<file path="config.mk">
export PLATFORM = sky130hd
export DESIGN_NAME = kr_ram
export DESIGN_NICKNAME = d
export VERILOG_FILES = /design/src/rtl/assert_macros.svh /design/src/rtl/kr_ram.sv
export SDC_FILE = /design/constraint.sdc
export NUM_CORES = 1
export LEC_CHECK = 0
export BUFFER_PORTS_ARGS = -buffer_cell sky130_fd_sc_hd__buf_2
export CAP_MARGIN = 5
export CORE_UTILIZATION = 56
export CTS_CLUSTER_DIAMETER = 30
export CTS_CLUSTER_SIZE = 25
export DETAILED_ROUTE_END_ITERATION = 16
export PLACE_DENSITY = 0.79
export SLEW_MARGIN = 15
export SYNTH_ARGS = -nofsm -noshare
export SYNTH_HDL_FRONTEND = slang
export SYNTH_SLANG_ARGS = --single-unit
export TNS_END_PERCENT = 100
</file>
<file path="constraint.sdc">
create_clock -name clk_i -period 2.08 [get_ports clk_i]
set_clock_uncertainty 0.05 [all_clocks]
set_input_delay 0.416 -clock clk_i [delete_from_list [all_inputs] [get_ports clk_i]]
set_output_delay 0.416 -clock clk_i [all_outputs]
set_load 0.01 [all_outputs]
</file>
<file path="src/rtl/assert_macros.svh">
// Assertion macros used by the RTL of the route table.
`ifndef ASSERT_MACROS_SVH
`define ASSERT_MACROS_SVH

// Checked on every rising clock edge outside reset.
`define KR_ASSERT(lbl, prop, msg) \
  lbl: assert property (@(posedge clk_i) disable iff (!rst_ni) prop) else $error(msg);

// Checked on every rising clock edge, reset included.
`define KR_ASSERT_RST(lbl, prop, msg) \
  lbl: assert property (@(posedge clk_i) prop) else $error(msg);

`endif

</file>
<file path="src/rtl/kr_ram.sv">
`timescale 1ns / 1ps

module kr_ram #(
  parameter int unsigned WIDTH = 8,
  parameter int unsigned DEPTH = 64
) (
  input  logic                     clk_i,
  input  logic                     we_i,
  input  logic [$clog2(DEPTH)-1:0] waddr_i,
  input  logic [WIDTH-1:0]         wdata_i,
  input  logic                     re_i,
  input  logic [$clog2(DEPTH)-1:0] raddr_i,
  output logic [WIDTH-1:0]         rdata_o
);

  logic [WIDTH-1:0] mem_q [DEPTH];
  logic [WIDTH-1:0] rdata_q;

  // One write port and one registered read port.
  always_ff @(posedge clk_i) begin
    if (we_i) begin
      mem_q[waddr_i] <= wdata_i;
    end
    if (re_i) begin
      rdata_q <= mem_q[raddr_i];
    end
  end

  assign rdata_o = rdata_q;

endmodule

</file>
==> metrics.yaml <==
status:
  status: "finished, violations left"
  violations: "negative setup slack"
clocking:
  htreeDepth: 3
  cts_buffers: 91
  cts_sinks: 520
  clock_latency_ns: 0.62
  postCtsSetupRepairBufs: 0
  cts_tree: "done"
  clock_path_buffers: 3
  cts_hold_buffers: 0
  path_clk_slew_ns: 0.06
  cts-root-buf: "clkbuf_16"
timing:
  fin_crit_ns: 2.15
  finalCritPeriodShare_pct: 103
  hold_ws_ns: 0.121
  slew-limit-headroom_pct: 19.6
  max_freq_mhz: 466
  finalMaxSlewViolations: 0
  final_hold_viol_count: 0
  finalSetupTns_ns: -0.0669
  setup_viol: 1
  layout_setup_ws_ns: -0.0669
  worst_pin_slew_ns: 1.21
power:
  p_per_area_nw_per_um2: 1110
  leakagePower_nw: 8.47
  ir_drop_mv: 0.987
  power_w: 0.0281
global_routing:
  grt_pass1_vias: 11299
  grt_overflow: 0
  grt_start_max_net_pins: 65
  antenna_found_initial: 3
  grt.total_usage_pct: 28.0
  grt_pass1_wl_mm: 72.2
logic_synthesis:
  synth.distinct_cells: 39
  postSynthAreaPerCell_um2: 21.5
  synth_nets: 963
  synth_top_family_by_area: "multiplexers"
  netlist_instances: 940
  synth-compound-area-share_pct: 2.06
  synthXorXnorAreaFrac_pct: 0
  synthArstFlopShare_pct: 0
  ys_seq_area_share_pct: 77.1
  yosys_most_used_dff: "edfxtp_1"
  synth_simple_gate_area_share_pct: 3.37
  synth_warnings: 0
  synth_edf_count: 520
  netlist_area_um2: 20200
  synth_seq_cells: 520
  synth_mux_area_share_pct: 15.9
  synth-adder-area-share_pct: 0
finish:
  area_growth_syn_to_layout_pct: 24.6
  multi_input_area_um2: 4370
  final_cell_area_um2: 25200
  fin_nets: 1187
  final_cell_mix: "520 x edfxtp_1, 146 x buf_4, 126 x mux4_2, 93 x clkbuf_16, 80 x nor2_1"
  fin_cells: 1704
  num-fill-cells: 1963
  seq_area_um2: 15600
  drive_gt1_share_pct: 38.6
  layout_commonest_cell: "edfxtp_1"
worst_setup_path:
  crit_path_frequent_cell: "mux4_2"
  path_cells: "mux4_2, mux4_2, o21ai_1, nand2_1"
  required_ns: 2.36
  worstPathArrival_ns: 2.43
  cp_num_buf_inv: 0
  worstSetupPathType: "flop to flop"
  start_kind: "flop"
  critical_path.max_stage_delay_ns: 0.47
  crit_path_top_delay_cell: "mux4_2"
  crit_family: "multiplexers"
  endpoint_kind: "flop"
  crit_path_max_fanout: 1
drt:
  ant_nets: 0
  route.detailed.drc: 0
  vias: 11046
  avgViaCountPerCell: 6.48
  wl_per_cell_um: 29.1
  drtIter0Drc: 1539
  routed_wirelength_mm: 49.6
  first_pass_iters: 5
floorplanning:
  die_width_um: 192
  fp.dieArea_um2: 36900
  initial_utilization_pct: 56.9
  io_pins: 31
  core_um2: 35600
  die_height_um: 192
  core.rowCount: 69
place:
  dpl.hpwl_mm: 27.9
  portBuffers: 30
  dp_cells: 1531
  place_area_um2: 22000
  gp_congestion: 0.866
min_path:
  hold_path_class: "input port to flop"
job:
  maxCapViolCount: 0
## report_power, final
part | leakage, nW | switching [W] | total [W] | internal (W)
sequential | 4.69 | 0.0000342 | 0.0117 | 0.0116
clock | 1.52 | 0.00533 | 0.0152 | 0.00988
combinational | 2.26 | 0.000720 | 0.00123 | 0.000510
## repair_timing
item                                    CTS  global route
pin swaps                                 1             1
endpoints found under the setup margin    6             4
gates resized for setup                   8             5
## logic make-up (layout without fill, tap and decap cells)
logic type / Yosys count / in the layout
AO/OA/AOI/OAI: 54 / 54
buffers and inverters: 51 / 353
flip-flops: 520 / 520
multiplexers: 162 / 162
other: 0 / 1
AND/OR/NAND/NOR: 153 / 153
## layout make-up
| cell class | instances | area share, % |
|---|---|---|
| sequential | 520 | 61.9 |
| multi-input combinational | 369 | 17.3 |
| clock buffer | 102 | 9.36 |
| timing repair buffer | 182 | 5.93 |
| clock inverter | 69 | 3.18 |
| tap | 461 | 2.29 |
| antenna | 1 | 0.00992 |
## state kept, by name, summed over array words and instances (netlist names)
name	cells
rdata_o	8
mem_q	512
## metal layers
| metal | global-route usage, % | vias up | part of all wire, % |
|---|---|---|---|
| li1 | - | 4435 | - |
| met1 | 37.0 | 5687 | 36 |
| met2 | 44.5 | 767 | 49 |
| met3 | 6.69 | 153 | 11 |
| met4 | 12.7 | 4 | 3.9 |
| met5 | 0 | - | 0.048 |
## per-stage QoR
step	util, %	worst slack, ns
6_report	70.9	-0.0669
5_1_grt	70.9	-0.00615
3_3_place_gp	61.8	-0.549
4_1_cts	70.7	0.00546
3_5_place_dp	61.8	-0.572
2_1_floorplan	-	-0.0713
## path summary, 6_finish.rpt
kind	startpoint	endpoint	slack, ns	depth (start not counted)
setup / recovery	mem_q[36][7]	rdata_o[7]	-0.07	4
hold / removal	re_i	rdata_o[1]	0.12	1
hold reg to reg	mem_q[27][4]	rdata_o[4]	0.89	3
setup reg to reg	mem_q[36][7]	rdata_o[7]	-0.07	4
## synth_stat cells (8+ instances only)
cell type  number  area [µm²]
buf_2          11        55.1
mux4_2        126        2840
nand2_1        19        71.3
nand3_1        13        65.1
edfxtp_1      520       15600
clkbuf_1       17        63.8
o221ai_1        8        70.1
nor2_1         83         312
o22ai_1         8        50.1
nor2b_1        14        87.6
buf_4          13        97.6
mux2i_1        23         230
mux2_2         13         146
No activity file was read; power rests on OpenSTA's default activity.
