## src/rtl/assert_macros.svh

```systemverilog
// Assertion macros used by the RTL of the route table.
`ifndef ASSERT_MACROS_SVH
`define ASSERT_MACROS_SVH

// Checked on every rising clock edge outside reset.
`define KR_ASSERT(lbl, prop, msg) \
  lbl: assert property (@(posedge clk_i) disable iff (!rst_ni) prop) else $error(msg);

// Checked on every rising clock edge, reset included.
`define KR_ASSERT_RST(lbl, prop, msg) \
  lbl: assert property (@(posedge clk_i) prop) else $error(msg);

`endif

```

## src/rtl/kr_pkg.sv

```systemverilog
`timescale 1ns / 1ps

package kr_pkg;

  // Table geometry.
  localparam int unsigned TABLE_DEPTH = 64;
  localparam int unsigned IDX_W       = $clog2(TABLE_DEPTH);
  localparam int unsigned CNT_W       = $clog2(TABLE_DEPTH + 1);
  localparam int unsigned KEY_W       = 32;

  // Configuration port.
  localparam int unsigned CFG_IDX_W  = 1;
  localparam int unsigned CFG_DATA_W = 16;
  localparam logic [CFG_IDX_W-1:0] CFG_ROUTE_TYPE  = 1'b0;
  localparam logic [CFG_IDX_W-1:0] CFG_QUEUE_LIMIT = 1'b1;

  // Command codes.
  localparam logic [2:0] CMD_ADD      = 3'd0;
  localparam logic [2:0] CMD_REMOVE   = 3'd1;
  localparam logic [2:0] CMD_REKEY    = 3'd2;
  localparam logic [2:0] CMD_LOOKUP   = 3'd3;
  localparam logic [2:0] CMD_SHORTEST = 3'd4;
  localparam logic [2:0] CMD_BY_POS   = 3'd5;
  localparam logic [2:0] CMD_BY_ID    = 3'd6;
  localparam logic [2:0] CMD_SET_QLEN = 3'd7;

  // Status codes.
  localparam logic [2:0] ST_OK   = 3'd0;
  localparam logic [2:0] ST_NONE = 3'd1;
  localparam logic [2:0] ST_ZERO = 3'd2;
  localparam logic [2:0] ST_TYPE = 3'd3;
  localparam logic [2:0] ST_FULL = 3'd4;

  typedef struct packed {
    logic [2:0]       command;
    logic [KEY_W-1:0] key;
    logic [15:0]      dest_id;
    logic [15:0]      dest_type;
    logic             dest_remote;
    logic [15:0]      queue_length;
    logic [5:0]       position;
  } kr_in_t;

  typedef struct packed {
    logic [2:0]       status;
    logic [15:0]      found_id;
    logic [15:0]      found_type;
    logic             found_remote;
    logic [KEY_W-1:0] found_end_key;
    logic [5:0]       found_position;
    logic [6:0]       entry_total;
  } kr_out_t;

  // One table entry as held in the memory.
  typedef struct packed {
    logic [KEY_W-1:0] end_key;
    logic [15:0]      id;
    logic [15:0]      dtype;
    logic             remote;
    logic [15:0]      qlen;
  } kr_entry_t;

endpackage

```

## src/rtl/kr_div.sv

```systemverilog
`timescale 1ns / 1ps

module kr_div (
  input  logic                     clk_i,
  input  logic                     rst_ni,
  input  logic                     start_i,
  input  logic [kr_pkg::KEY_W-1:0] dividend_i,
  input  logic [kr_pkg::KEY_W-1:0] divisor_i,
  output logic                     done_o,
  output logic [kr_pkg::KEY_W-1:0] rem_o
);
  import kr_pkg::*;

  localparam int unsigned STEP_W = $clog2(KEY_W + 1);

  logic              busy_q, busy_d;
  logic              done_q, done_d;
  logic [STEP_W-1:0] step_q, step_d;
  logic [KEY_W:0]    rem_q, rem_d;
  logic [KEY_W-1:0]  quo_q, quo_d;
  logic [KEY_W-1:0]  div_q, div_d;
  logic [KEY_W:0]    shifted;
  logic [KEY_W+1:0]  diff;

  // Restoring division, one quotient bit per cycle; only the remainder is kept.
  always_comb begin
    shifted = {rem_q[KEY_W-1:0], quo_q[KEY_W-1]};
    diff    = {1'b0, shifted} - {2'b00, div_q};
    busy_d  = busy_q;
    done_d  = 1'b0;
    step_d  = step_q;
    rem_d   = rem_q;
    quo_d   = quo_q;
    div_d   = div_q;
    if (start_i) begin
      busy_d = 1'b1;
      step_d = STEP_W'(KEY_W);
      rem_d  = '0;
      quo_d  = dividend_i;
      div_d  = divisor_i;
    end else if (busy_q) begin
      quo_d  = {quo_q[KEY_W-2:0], 1'b0};
      rem_d  = diff[KEY_W+1] ? shifted : diff[KEY_W:0];
      step_d = step_q - STEP_W'(1);
      if (step_q == STEP_W'(1)) begin
        busy_d = 1'b0;
        done_d = 1'b1;
      end
    end
  end

  always_ff @(posedge clk_i or negedge rst_ni) begin
    if (!rst_ni) begin
      busy_q <= 1'b0;
      done_q <= 1'b0;
      step_q <= '0;
    end else begin
      busy_q <= busy_d;
      done_q <= done_d;
      step_q <= step_d;
    end
  end

  always_ff @(posedge clk_i) begin
    rem_q <= rem_d;
    quo_q <= quo_d;
    div_q <= div_d;
  end

  assign done_o = done_q;
  assign rem_o  = rem_q[KEY_W-1:0];

endmodule

```

## config.mk

```make
export PLATFORM = sky130hd
export DESIGN_NAME = kr_div
export DESIGN_NICKNAME = d
export VERILOG_FILES = /design/src/rtl/assert_macros.svh /design/src/rtl/kr_pkg.sv /design/src/rtl/kr_div.sv
export SDC_FILE = /design/constraint.sdc
export NUM_CORES = 1
export LEC_CHECK = 0
export BUFFER_PORTS_ARGS = -buffer_cell sky130_fd_sc_hd__clkbuf_2
export CAP_MARGIN = 20
export CORE_MARGIN = 3
export CORE_UTILIZATION = 50
export CTS_CLUSTER_DIAMETER = 50
export DETAILED_ROUTE_END_ITERATION = 10
export GPL_TIMING_DRIVEN = 0
export MAX_ROUTING_LAYER = met4
export PLACE_DENSITY = 0.72
export SLEW_MARGIN = 20
export SYNTH_ARGS = -nofsm -noshare
export SYNTH_HDL_FRONTEND = slang
export SYNTH_SLANG_ARGS = --single-unit
```

## constraint.sdc

```tcl
create_clock -name clk_i -period 5.1 [get_ports clk_i]
set_input_delay 1.275 -clock clk_i [delete_from_list [all_inputs] [get_ports clk_i]]
set_output_delay 1.275 -clock clk_i [all_outputs]
set_load 0.01 [all_outputs]
```

==> results of run 1 <==
[registers in the layout (all words and copies together), names as in the netlist]
signal  count
step_q      6
quo_q      32
div_q      32
rem_q      32
busy_q      1
done_o      1
[synthesized netlist by cell type (3+ instances only)]
| cell | instances | area [um2] |
|---|---|---|
| dfrtp_1 | 8 | 200 |
| nor3_1 | 7 | 35.0 |
| a21o_1 | 13 | 97.6 |
| nand4_1 | 7 | 43.8 |
| edfxtp_1 | 64 | 1920 |
| o21a_1 | 4 | 30.0 |
| xnor2_1 | 16 | 140 |
| o311ai_0 | 4 | 35.0 |
| a211oi_1 | 4 | 30.0 |
| o211ai_1 | 4 | 30.0 |
| clkbuf_1 | 10 | 37.5 |
| buf_6 | 8 | 90.1 |
| o21ai_0 | 15 | 75.1 |
| o31ai_1 | 3 | 22.5 |
| clkbuf_8 | 5 | 68.8 |
| a21oi_1 | 35 | 175 |
| ha_1 | 34 | 425 |
| a211o_1 | 3 | 26.3 |
| mux2_2 | 33 | 372 |
| and2_1 | 5 | 31.3 |
| nand2_1 | 73 | 274 |
| dfxtp_1 | 32 | 641 |
| inv_1 | 44 | 165 |
| xor2_1 | 10 | 87.6 |
| a311oi_1 | 8 | 70.1 |
| nand3_1 | 13 | 65.1 |
| and3_1 | 5 | 31.3 |
| a31o_2 | 3 | 26.3 |
| nor2b_1 | 4 | 25.0 |
| a311oi_2 | 18 | 270 |
| or3_1 | 4 | 25.0 |
| nor2_1 | 47 | 176 |
[per-stage QoR]
| step | hold WS (ns) | power, mW | worst slack, ns | area [um2] |
|---|---|---|---|---|
| final | 0.517 | 2.28 | 1.76 | 7230 |
| after global routing | 0.545 | 2.40 | 1.53 | 7230 |
| after detailed placement | 0.510 | 1.62 | 1.54 | 6950 |
| after CTS | 0.519 | 2.29 | 1.77 | 7230 |
| after floorplan | 0.468 | 1.46 | 2.22 | 6240 |
| after global placement | 0.491 | 1.60 | 1.25 | 6950 |
[tightest hold or removal path, stage by stage, from the launching register on]
cell and delay [ns]:
dfxtp_1 0.34, nand2_1 0.06, a311oi_1 0.07
[cell usage in the layout, fill, tap and decap left out, drive strengths merged, types with 8 or more instances in the layout]
| cell | count |
|---|---|
| ha | 34 |
| xor2 | 10 |
| xnor2 | 16 |
| buf | 13 |
| nand2 | 74 |
| a21oi | 35 |
| dfrtp | 8 |
| edfxtp | 64 |
| nand3 | 13 |
| clkbuf | 123 |
| mux2 | 33 |
| a21o | 13 |
| a311oi | 26 |
| nor2 | 48 |
| inv | 48 |
| dfxtp | 32 |
| o21ai | 16 |
[routing by layer]
| layer | global-route usage (%) | up-vias |
|---|---|---|
| met5 | - | - |
| met4 | 6.30 | 0 |
| met3 | 4.37 | 13 |
| met2 | 37.5 | 133 |
| met1 | 30.6 | 2390 |
| li1 | - | 2430 |
[cell families (layout without fill, tap and decap cells)]
logic type / Yosys count / in the layout / share of synthesized area, %
muxes: 34 / 34 / 6.11
buffers and inverters: 73 / 187 / 6.80
and+or+nand+nor: 183 / 183 / 13.5
adders and majority gates: 35 / 35 / 7.14
xor gates and xnor gates: 26 / 26 / 3.65
DFF: 104 / 104 / 44.3
AOI/OAI and AO/OA: 144 / 144 / 18.5
[layout make-up]
cell class	count	area share, %
Multi-Input combinational cell	422	42.3
Sequential cell	104	38.2
Timing Repair Buffer	99	6.86
Buffer	29	3.58
Clock buffer	9	3.12
Tap cell	168	2.91
Inverter	44	2.29
Clock inverter	6	0.710
[worst max path at each step]
stage | to | startpoint | slack (ns) | cells after the start
after global placement | quo_q[8]$_DFFE_PP_ | start_i | 1.25 | 3
after floorplan | rem_q[24]$_SDFFE_PP0P_ | quo_q[31]$_DFFE_PP_ | 2.22 | 11
after global routing | rem_q[5]$_SDFFE_PP0P_ | div_q[10]$_DFFE_PP_ | 1.53 | 12
final | rem_q[5]$_SDFFE_PP0P_ | rem_q[17]$_SDFFE_PP0P_ | 1.76 | 10
after CTS | rem_q[5]$_SDFFE_PP0P_ | div_q[17]$_DFFE_PP_ | 1.77 | 11
after detailed placement | quo_q[7]$_DFFE_PP_ | start_i | 1.54 | 3
[power by group through the flow]
| stage | sequential [mW] | clock, mW | combinational (mW) |
|---|---|---|---|
| 2_1_floorplan | 1.07 | 0 | 0.388 |
| 3_3_place_gp | 1.07 | 0 | 0.528 |
| 3_5_place_dp | 1.08 | 0 | 0.541 |
| 4_1_cts | 1.06 | 0.689 | 0.545 |
| 5_1_grt | 1.07 | 0.724 | 0.607 |
| 6_report | 1.06 | 0.675 | 0.545 |
==> results.cfg, run 1 <==
[sta]
report.final.slew_viol_count = 0
grt_setup_unrepaired = no
relSlewSlack_pct = 30.3
finClkSkew_ns = 0.00707
max_clock_freq_ghz = 0.300
hold_viol = 0
timing.setup.tns_ns = 0
setup_violations = 0
fin_crit_sh_pct = 65.4
min_period_ns = 3.34
worstMarginPinSlew_ns = 1.05

[power_and_ir_drop]
seq_power_share_pct = 46.4
p_int_mw = 1.58
swShare_pct = 30.8
ir_drop_uv = 263
combPwrFrac_pct = 23.9
p_leak_nw = 3.14
p_sw_mw = 0.701
p_per_area_nw_per_um2 = 315
p_clk_share_pct = 29.6

[yosys]
synth_warnings = 0
synth_edf_count = 64
synth-async-reset-ratio_pct = 7.69
yosysUniqueCellTypes = 75
yosys_register_bits = 104
synth_fp_nets = 701
synth-seq-area-share_pct = 44.3
syn_avg_cell_area_um2 = 10.4
synthesis.area_um2 = 6240
synthFlopType = edfxtp_1
syn_inst = 599

[grt]
grt_pass1_vias = 5142
grt_max_degree = 36
grt-ovfl-total = 0
track_usage_pct = 23.4
antenna_found_initial = 0
grt_pass1_wl_um = 25500

[worst_setup_path]
critPathSlowestCell = nor2_2
endpoint_kind = flip-flop
regToRegEndpoint = rem_q[5]$_SDFFE_PP0P_
r2r_cells = 10
worst-path-buf-inv = 1
rrSetupSlack_ns = 1.76
crit_required_ns = 5.37
timing.critical_path.mode_cell = nand2_1
regToRegStartpoint = rem_q[17]$_SDFFE_PP0P_
crit_fanout = 10
worst_setup_path_start_kind = flip-flop
cpPeakStageDelay_ns = 0.47
critPathKind = flip-flop to flip-flop
crit_family = simple AND/OR/NAND/NOR gates
path_cells = ha_1, nand2_1, nor2_1, a21oi_1, a21boi_0, a21boi_2, nor2_2, clkbuf_1, nand2_1, a311oi_2
crit_arrival_ns = 3.60

[clocking]
cts_hold_buf = 0
insertion_delay_ns = 0.36
cts_root_buf = clkbuf_16
cts.sinks = 104
cts.path.max_buffers = 2
htreeDepth = 3
cts-buffers-inserted = 9
cts.repair.resized = 0
clk_pin_slew_ns = 0.08
tritoncts = yes
cts_setup_buffers = 0

[floorplan]
placementRows = 40
dieArea_um2 = 13900
die-width_um = 118
ios = 100
fp.coreArea_um2 = 12100
initial_core_util_pct = 51.5
chipHeight_um = 118

[detailed_routing]
drt_iter0_markers = 310
vias = 4966
wl_met1_um = 7050
vias_per_cell = 5.64
wl_met2_um = 7330
routedWlPerCell_um = 17.5
antenna_left = 0
highest_layer = met4
met3_length_um = 800
drcViolationCount = 0
drt_first_pass_iters = 5
wl_um = 15400

[hold_path]
hold_class = flip-flop to flip-flop
holdPathEnd = rem_q[25]$_SDFFE_PP0P_
hold_depth = 2
hp-start = rem_q[24]$_SDFFE_PP0P_

[placement]
dpl.cell_count = 866
io_buffers = 99
gp_congestion = 0.891
dpl.hpwl_um = 11400

[cells_and_area]
finalNonFillerCells = 881
final_nets = 811
area_growth_pct = 15.8
fin_util_pct = 59.7
area.sequential_um2 = 2760
fillers = 1091
num_antenna_cells = 0
multi_input_area_um2 = 3060
drive_above_1_share_pct = 27.9

[run]
drv_cap = 0

[outcome]
status = finished, final reports clean
(Power assumes the default switching activity.)
==> run 2, diff against run 1 <==
Settings changed: PLACE_DENSITY 0.72 to 0.75.
Clock period 5.1 ns to 2.7 ns, I/O delays scaled along.
==> run 2 against run 1 <==
  * The flow now finishes with violations (setup timing)
  * Clock skew increased by 0.0059 ns
  * Clock power up 88%
  * Critical path type unchanged
  * Sequential power is 90% higher
  * Critical endpoint is now rem_q[24]$_SDFFE_PP0P_
  * Total power is 95% higher
  * Sequential share of layout area is 2.5 points lower
  * Die area unchanged
==> results.cfg, run 2 (synthesis gave the netlist of run 1 again) <==
[detailed_routing]
drcViolationCount = 0
wl_um = 16300
wl_met1_um = 7170
antenna_left = 0
met3_length_um = 934
drt_iter0_markers = 260
drt_first_pass_iters = 4
highest_layer = met4
vias_per_cell = 5.72
routedWlPerCell_um = 18.2
vias = 5134
wl_met2_um = 7700

[cells_and_area]
mostFrequentLayoutCell = clkbuf_2
area_growth_pct = 24.3
area.sequential_um2 = 2770
top_regs = div_q: 32 flops, quo_q: 32 flops, rem_q: 32 flops
fillers = 1019
final_nets = 826
num_antenna_cells = 0
multi_input_area_um2 = 3350
drive_above_1_share_pct = 40.1
finalNonFillerCells = 897
final_cell_area_um2 = 7760
final_cell_mix = clkbuf_2, edfxtp_1, nand2_1

[grt]
antenna_found_initial = 0
grt_max_degree = 36
grt_pass1_vias = 5171
grt-ovfl-total = 0
grt_pass1_wl_um = 26000
track_usage_pct = 24.1

[worst_setup_path]
crit_family = compound AO/OA/AOI/OAI gates
cpPeakStageDelay_ns = 0.51
r2r_cells = 11
critPathSlowestCell = or4b_4
worst-path-buf-inv = 1
crit_fanout = 3
crit_required_ns = 2.97
crit_arrival_ns = 3.09
endpoint_kind = flip-flop
worst_setup_path_start_kind = flip-flop
cp.depth = 11
critPathKind = flip-flop to flip-flop
path_cells = inv_1, ha_2, fa_2, nand2b_4, a21oi_4, o21ai_4, a2111o_1, a21oi_2, nor3_1, or4b_4, a311oi_2

[clocking]
insertion_delay_ns = 0.36
cts_hold_buf = 0
htreeDepth = 3
cts-buffers-inserted = 9
cts.sinks = 104
clk_pin_slew_ns = 0.07
cts.path.max_buffers = 2
cts_root_buf = clkbuf_16
tritoncts = yes

[floorplan]
placementRows = 40
chipHeight_um = 118
die-width_um = 118
initial_core_util_pct = 51.5
fp.coreArea_um2 = 12100
dieArea_um2 = 13900
ios = 100

[sta]
grt_setup_unrepaired = yes
setup_violations = 24
report.final.slew_viol_count = 0
worstMarginPinSlew_ns = 1.03
max_clock_freq_ghz = 0.354
finClkSkew_ns = 0.0130
relSlewSlack_pct = 31.1
fin_crit_sh_pct = 105
layout_setup_ws_ns = -0.126
hold_viol = 0
min_period_ns = 2.83

[placement]
gp_congestion = 0.926
dpl.hpwl_um = 11600
dpl.cell_count = 866
post_dp_cell_area_um2 = 6990
io_buffers = 99

[outcome]
status = finished, violations left
violations = setup timing

[power_and_ir_drop]
p_leak_nw = 3.29
p_per_area_nw_per_um2 = 572
ir_drop_uv = 478

[run]
drv_cap = 0

[hold_path]
hold_class = input pin to async pin
==> run 2: cell count changes in the layout (fill, tap and decap cells not counted), moves of 4 or more <==
cell	change
clkbuf_1	-4
a21oi_2	+7
dfxtp_1	-6
dfxtp_2	+6
ha_2	+9
buf_4	+13
ha_1	-12
nand2_1	-21
nand2_2	+20
a21oi_1	-9
nor2_1	-5
o21ai_0	-4
==> run 2: repair_timing <==
action                     4_1_cts  5_1_grt
pin swaps                       28       10
setup buffers                   10        8
cloned                           3        0
setup endpoints to repair       32       32
gates resized for setup         50       41
==> run 2: path summary, 6_finish.rpt <==
kind                                       startpoint                      to  slack (ns)
worst max register to register    quo_q[31]$_DFFE_PP_  rem_q[24]$_SDFFE_PP0P_       -0.13
worst min-delay path                           rst_ni        done_o$_DFF_PN0_        0.14
worst min register to register  step_q[4]$_DFFE_PN0P_        done_o$_DFF_PN0_        0.51
worst max-delay path              quo_q[31]$_DFFE_PP_  rem_q[24]$_SDFFE_PP0P_       -0.13
min in group clk_i                       divisor_i[9]      div_q[9]$_DFFE_PP_        0.48
max in group asynchronous                      rst_ni   step_q[2]$_DFFE_PN0P_        2.38
==> run 2: final cells by class <==
| class | instances | area share (%) |
|---|---|---|
| Multi-Input combinational cell | 422 | 43.2 |
| Sequential cell | 104 | 35.7 |
| Timing Repair Buffer | 118 | 9.34 |
| Buffer | 25 | 3.24 |
| Clock buffer | 10 | 3.00 |
| Tap cell | 168 | 2.71 |
| Inverter | 44 | 2.13 |
| Clock inverter | 6 | 0.677 |
==> run 2: through the flow <==
stage	setup slack (ns)	TNS [ns]	total power, mW	utilization (%)	hold slack (ns)
detailed placement	-0.593	-22.00	3.07	57.7	0.497
global placement	-0.574	-28.39	3.04	57.7	0.491
finish	-0.126	-1.53	4.44	64.1	0.143
global route	-0.233	-5.37	4.66	64.1	0.139
floorplan	0.0175	0	2.76	-	0.379
CTS	-0.203	-4.32	4.41	62.7	0.140
==> run 2: report_power, final <==
group	switching [mW]	internal (mW)	leakage, nW	total [mW]
clock	0.621	0.653	0.140	1.27
sequential	0.123	1.89	1.01	2.01
combinational	0.631	0.521	2.14	1.15
total	1.38	3.06	3.29	4.44
==> run 2: layer usage <==
| metal | up-vias | track usage (%) |
|---|---|---|
| li1 | 2463 | - |
| met1 | 2449 | 30.6 |
| met2 | 173 | 37.3 |
| met3 | 49 | 5.19 |
| met4 | 0 | 10.6 |
| met5 | - | - |
